$ cat src/rtl/tcbb_pkg.sv
// Shared constants, types and state encodings for the two-choice bucket balancer.
`timescale 1ns / 1ps
`default_nettype none
package tcbb_pkg;

  localparam int unsigned MAX_BUCKETS = 1024;
  localparam int unsigned BKT_W       = $clog2(MAX_BUCKETS);
  localparam int unsigned SIZE_W      = 11;
  localparam int unsigned KEY_W       = 32;
  localparam int unsigned CNT_W       = 16;
  localparam int unsigned TOT_W       = 32;
  localparam int unsigned STEP_W      = $clog2(KEY_W);

  localparam logic [KEY_W-1:0] KNUTH_MULT = 32'h9E37_79B9;
  localparam logic [CNT_W-1:0] COUNT_MAX  = {CNT_W{1'b1}};
  localparam logic [TOT_W-1:0] TOTAL_MAX  = {TOT_W{1'b1}};

  // Configuration register indexes
  localparam int unsigned CFG_IDX_W = 1;
  localparam logic [CFG_IDX_W-1:0] CFG_TABLE_SIZE = 1'b0;
  localparam logic [CFG_IDX_W-1:0] CFG_MODE       = 1'b1;

  // Hash unit sequencer
  typedef enum logic [2:0] {
    H_IDLE,
    H_DIV,
    H_FIX,
    H_MUL_FRAC,
    H_MUL_SCALE
  } hstate_e;

  // Top-level sequencer
  typedef enum logic [2:0] {
    T_CLEAR,
    T_IDLE,
    T_HASH,
    T_RD_FIRST,
    T_RD_SECOND,
    T_UPDATE
  } tstate_e;

  // Both candidate buckets, valid for one cycle
  typedef struct packed {
    logic             valid;
    logic [BKT_W-1:0] first;
    logic [BKT_W-1:0] second;
  } hash_res_t;

endpackage
`default_nettype wire

$ cat src/rtl/tcbb_hash.sv
// Iterative hash unit: serial modulo of a signed key and the multiplicative bucket.
`timescale 1ns / 1ps
`default_nettype none
module tcbb_hash (
  input  logic                         clk_i,
  input  logic                         rst_ni,
  input  logic                         start_i,
  input  logic [tcbb_pkg::KEY_W-1:0]   key_i,
  input  logic [tcbb_pkg::SIZE_W-1:0]  size_i,
  output tcbb_pkg::hash_res_t          res_o
);
  import tcbb_pkg::*;

  hstate_e           hst_q, hst_d;
  logic [KEY_W-1:0]  key_q, key_d;
  logic [SIZE_W-1:0] size_q, size_d;
  logic [KEY_W-1:0]  mag_q, mag_d;
  logic [BKT_W-1:0]  rem_q, rem_d;
  logic [STEP_W-1:0] step_q, step_d;
  logic [KEY_W-1:0]  frac_q, frac_d;
  logic [BKT_W-1:0]  first_q, first_d;
  logic [BKT_W-1:0]  second_q, second_d;
  logic              valid_q, valid_d;

  logic [SIZE_W-1:0]  trial;
  logic [SIZE_W-1:0]  diff;
  logic [KEY_W-1:0]   mul_a;
  logic [KEY_W-1:0]   mul_b;
  logic [2*KEY_W-1:0] prod;

  // Shared datapath: one restoring-division step and one multiplier
  assign trial = {rem_q, mag_q[KEY_W-1]};
  assign diff  = trial - size_q;
  assign prod  = {{KEY_W{1'b0}}, mul_a} * {{KEY_W{1'b0}}, mul_b};

  always_comb begin
    hst_d    = hst_q;
    key_d    = key_q;
    size_d   = size_q;
    mag_d    = mag_q;
    rem_d    = rem_q;
    step_d   = step_q;
    frac_d   = frac_q;
    first_d  = first_q;
    second_d = second_q;
    valid_d  = 1'b0;
    mul_a    = key_q;
    mul_b    = KNUTH_MULT;
    case (hst_q)
      H_IDLE: begin
        if (start_i) begin
          key_d  = key_i;
          size_d = size_i;
          mag_d  = key_i[KEY_W-1] ? (~key_i + 1'b1) : key_i;
          rem_d  = '0;
          step_d = '0;
          hst_d  = H_DIV;
        end
      end
      H_DIV: begin
        rem_d  = (trial >= size_q) ? diff[BKT_W-1:0] : trial[BKT_W-1:0];
        mag_d  = {mag_q[KEY_W-2:0], 1'b0};
        step_d = step_q + 1'b1;
        if (step_q == STEP_W'(KEY_W - 1)) begin
          hst_d = H_FIX;
        end
      end
      H_FIX: begin
        // fold a negative remainder back into range
        if (key_q[KEY_W-1] && (rem_q != '0)) begin
          first_d = BKT_W'(size_q - {1'b0, rem_q});
        end else begin
          first_d = rem_q;
        end
        hst_d = H_MUL_FRAC;
      end
      H_MUL_FRAC: begin
        mul_a  = key_q;
        mul_b  = KNUTH_MULT;
        frac_d = prod[KEY_W-1:0];
        hst_d  = H_MUL_SCALE;
      end
      H_MUL_SCALE: begin
        mul_a    = frac_q;
        mul_b    = KEY_W'(size_q);
        second_d = prod[KEY_W +: BKT_W];
        valid_d  = 1'b1;
        hst_d    = H_IDLE;
      end
      default: begin
        hst_d = H_IDLE;
      end
    endcase
  end

  always_ff @(posedge clk_i or negedge rst_ni) begin
    if (!rst_ni) begin
      hst_q   <= H_IDLE;
      valid_q <= 1'b0;
      step_q  <= '0;
    end else begin
      hst_q   <= hst_d;
      valid_q <= valid_d;
      step_q  <= step_d;
    end
  end

  always_ff @(posedge clk_i) begin
    key_q    <= key_d;
    size_q   <= size_d;
    mag_q    <= mag_d;
    rem_q    <= rem_d;
    frac_q   <= frac_d;
    first_q  <= first_d;
    second_q <= second_d;
  end

  assign res_o.valid  = valid_q;
  assign res_o.first  = first_q;
  assign res_o.second = second_q;

endmodule
`default_nettype wire

$ cat config.mk
export PLATFORM = sky130hd
export DESIGN_NAME = tcbb_hash
export DESIGN_NICKNAME = d
export VERILOG_FILES = /design/src/rtl/tcbb_pkg.sv /design/src/rtl/tcbb_hash.sv
export SDC_FILE = /design/constraint.sdc
export NUM_CORES = 2
export LEC_CHECK = 0
export ABC_AREA = 1
export BUFFER_PORTS_ARGS = -buffer_cell sky130_fd_sc_hd__buf_2
export CAP_MARGIN = 20
export CORE_ASPECT_RATIO = 1.4
export CORE_MARGIN = 4
export CORE_UTILIZATION = 45
export DETAILED_ROUTE_END_ITERATION = 16
export PLACE_DENSITY = 0.69
export SLEW_MARGIN = 20
export SYNTH_ARGS = -nofsm -noshare
export SYNTH_HDL_FRONTEND = slang
export SYNTH_SLANG_ARGS = --single-unit
$ cat constraint.sdc
create_clock -name clk_i -period 9.75 [get_ports clk_i]
set_clock_uncertainty 0.2 [all_clocks]
set_input_delay 0.975 -clock clk_i [delete_from_list [all_inputs] [get_ports clk_i]]
set_output_delay 0.975 -clock clk_i [all_outputs]
set_load 0.005 [all_outputs]
==> impl_metrics.csv <==
group,metric,value,unit
run_status,status,"completed",
timing,rsz0062_at_grt,"no",
synthesis,yosysUniqueCellTypes,51,
setup_path,worst-r2r-setup-slack,0.88,ns
route,vias,21440,
floorplanning,die_x,215.7,um
clocking,cts_hold_buf,0,
synthesis,yosysMostFrequentCell,"inv_1",
synthesis,synth_area,27180,um2
synthesis,ys.flop_type,"edfxtp_1",
cells_and_area,utilization,0.4869,
cells_and_area,syn_to_final_growth,7.148,%
synthesis,ys.warnings.count,0,
clocking,h-tree-depth,4,
placed_design,dp_hpwl,79750,um
clocking,cts-resized-gates,0,
floorplanning,core,59810,um2
setup_path,ff2ff_path_depth,30,
setup_path,path_depth,30,
grt,overflow,0,
setup_path,r2r-end,"second_q[0]$_DFFE_PN_",
setup_path,cp_slowest_stage_delay,0.57,ns
clocking,numCtsBuffers,17,
route,routedWlPerCell,22.79,um
run,drv_cap,0,
synthesis,syn_avg_cell_area,8.690,um2
setup_path,crit_top_cell,"fa_1",
cells_and_area,drive_above_1_share,0.06182,
synthesis,synth_edf_count,137,
route,drc,0,
clocking,cts_tree,"yes",
setup_path,worstPathArrival,8.86,ns
grt,grt_pass1_vias,23220,
clocking,ctsLongestPathBuffers,2,
timing,slew_violations,0,
timing,fin_setup_tns,0,ns
timing,min_period,8.871,ns
synthesis,ys_seq_area_frac,0.1596,
synthesis,synthTopCellsByArea,"fa_1 (38%), edfxtp_1 (15%), inv_1 (11%), ha_1 (10%), nand2_1 (6.8%)",
synthesis,synth-async-reset-ratio,0.06164,
synthesis,syn_inst,3128,
setup_path,endpoint_kind,"register",
placed_design,numPortBuffers,66,
setup_path,worstPathRequired,9.74,ns
setup_path,r2r-start,"hst_q[2]$_DFFE_PN0P_",
route,vias_per_cell,5.341,
setup_path,cp-startpoint,"hst_q[2]$_DFFE_PN0P_",
grt,grt_max_degree,44,
floorplanning,die_y,298.8,um
timing,relSlewSlack,0.2166,
cells_and_area,nets,3978,
route,wl,91440,um
setup_path,cpLargestDelayFamily,"adder cells",
setup_path,crit_path_end,"second_q[0]$_DFFE_PN_",
synthesis,synth_top_area_cell,"fa_1",
route,firstDrtPassIters,5,
grt,track_usage,0.2900,
timing,setup_viol,0,
timing,hold_viol,0,
setup_path,crit_slowest_cell,"fa_1",
placed_design,post-place-ws,1.007,ns
placed_design,globalplace.congestion,1.032,
clocking,post_cts_buffers,0,
timing,holdWs,0.1697,ns
grt,antenna_found_initial,0,
synthesis,synth_commonest_cells,"inv_1 (781), fa_1 (519), nand2_1 (493)",
setup_path,worstPathMaxFanout,20,
clocking,cts_num_sinks,146,
min_path,hold_class,"primary input to async pin",
route,drtIter0Drc,1526,
clocking,clock_latency,0.47,ns
synthesis,syn_nets,3916,
setup_path,worstSetupPathType,"register to register",
synthesis,ys_ff_latch,146,
setup_path,path_buf_inv,8,
floorplanning,die_area,64460,um2
timing,fmax,112.7,MHz
floorplanning,start_util,0.4545,
setup_path,cp-start-kind,"register",
route,antenna_left,0,
cells_and_area,fillers,5764,
cells_and_area,multiInputGateArea,19570,um2
timing,tightest_slew,1.171,ns
cells_and_area,n_antenna_cell,0,
clocking,cts-root-buf,"clkbuf_16",
floorplanning,ios,67,
clocking,path_clk_slew,0.07,ns
timing,timing.final.ws_setup,0.8791,ns
synthesis,synth_top_area_frac,0.3822,
timing,period_share,0.9098,
floorplanning,row_count,106,
cells_and_area,seq_area,4339,um2
grt,grt_pass1_wl,138500,um
==> worst register-to-register path, delay by kind of cell (launching register included) <==
kind,cells,cell delay (ns)
AOI/OAI and AO/OA,2,0.47
buffers and inverters,8,1.17
and+or+nand+nor,11,2.00
adders and majority gates,9,4.29
DFF,1,0.48
==> area by class of cell <==
| class | count | area share |
|---|---|---|
| clock buffer | 17 | 0.01461 |
| sequential | 146 | 0.1490 |
| tap | 810 | 0.03480 |
| inverter | 810 | 0.1045 |
| timing repair buffer | 94 | 0.01899 |
| multi-input combinational | 2121 | 0.6718 |
| clock inverter | 15 | 0.006401 |
==> per-layer routing <==
| metal | global-route usage | vias to the layer above | routed length (um) |
|---|---|---|---|
| li1 | - | 9500 | - |
| met3 | 0.04709 | 348 | 5739 |
| met1 | 0.3020 | 10630 | 30240 |
| met5 | 0 | - | 0 |
| met2 | 0.5171 | 953 | 46290 |
| met4 | 0.2254 | 0 | 9167 |
==> sequential cells by signal, indices dropped and copies added (netlist names) <==
register / count
second_q: 10
valid_q: 1
mag_q: 32
hst_q: 3
first_q: 10
rem_q: 10
step_q: 5
frac_q: 32
size_q: 11
key_q: 32
==> layout by cell type (no fill, tap or decap), types with 5 or more instances in the layout <==
master and count:
clkbuf_16 17, inv_1 780, buf_2 66, inv_2 24, a21o_1 9, o21ai_0 78
o21ai_2 6, fa_1 519, buf_4 27, nand4_1 14, ha_1 223, clkinv_1 5
nand3_1 83, clkinv_8 6, nand2_1 492, edfxtp_1 137, a21oi_2 5, o21ai_1 25
o31ai_1 7, a21oi_1 70, xor2_1 56, nor2_2 16, nor2_4 6, a31oi_1 11
xnor2_1 22, nor2_1 415, o21bai_1 7, inv_8 5, dfrtp_1 9, nor3_1 14
==> cell families (layout without fill, tap and decap cells) <==
kind of cell | Yosys count | after routing | share of synthesized area
simple gates | 1062 | 1062 | 0.1587
compound gates | 239 | 239 | 0.05049
fa+ha+maj | 742 | 742 | 0.4849
flops | 146 | 146 | 0.1596
xor+xnor | 78 | 78 | 0.02513
buf+inv | 861 | 936 | 0.1212
==> worst min path at each step <==
stage,startpoint,endpoint,slack (ns),depth (start not counted)
detailed placement,step_q[4]$_DFFE_PN0P_,step_q[4]$_DFFE_PN0P_,0.30,2
finish,rst_ni,step_q[1]$_DFFE_PN0P_,0.17,1
global placement,step_q[4]$_DFFE_PN0P_,step_q[4]$_DFFE_PN0P_,0.29,2
floorplan,step_q[4]$_DFFE_PN0P_,step_q[4]$_DFFE_PN0P_,0.28,2
global route,rst_ni,step_q[1]$_DFFE_PN0P_,0.18,1
CTS,rst_ni,step_q[2]$_DFFE_PN0P_,0.17,1
==> through the flow <==
stage          instance area (um2)  std cells
5_1_grt                      29130       4013
3_3_place_gp                 28510       3981
2_1_floorplan                27180       3128
4_1_cts                      29120       4013
3_5_place_dp                 28510       3981
6_report                     29130       4013
Power is not shown: default switching activity piles up to over one toggle a cycle in this logic, so the estimate is an artifact.
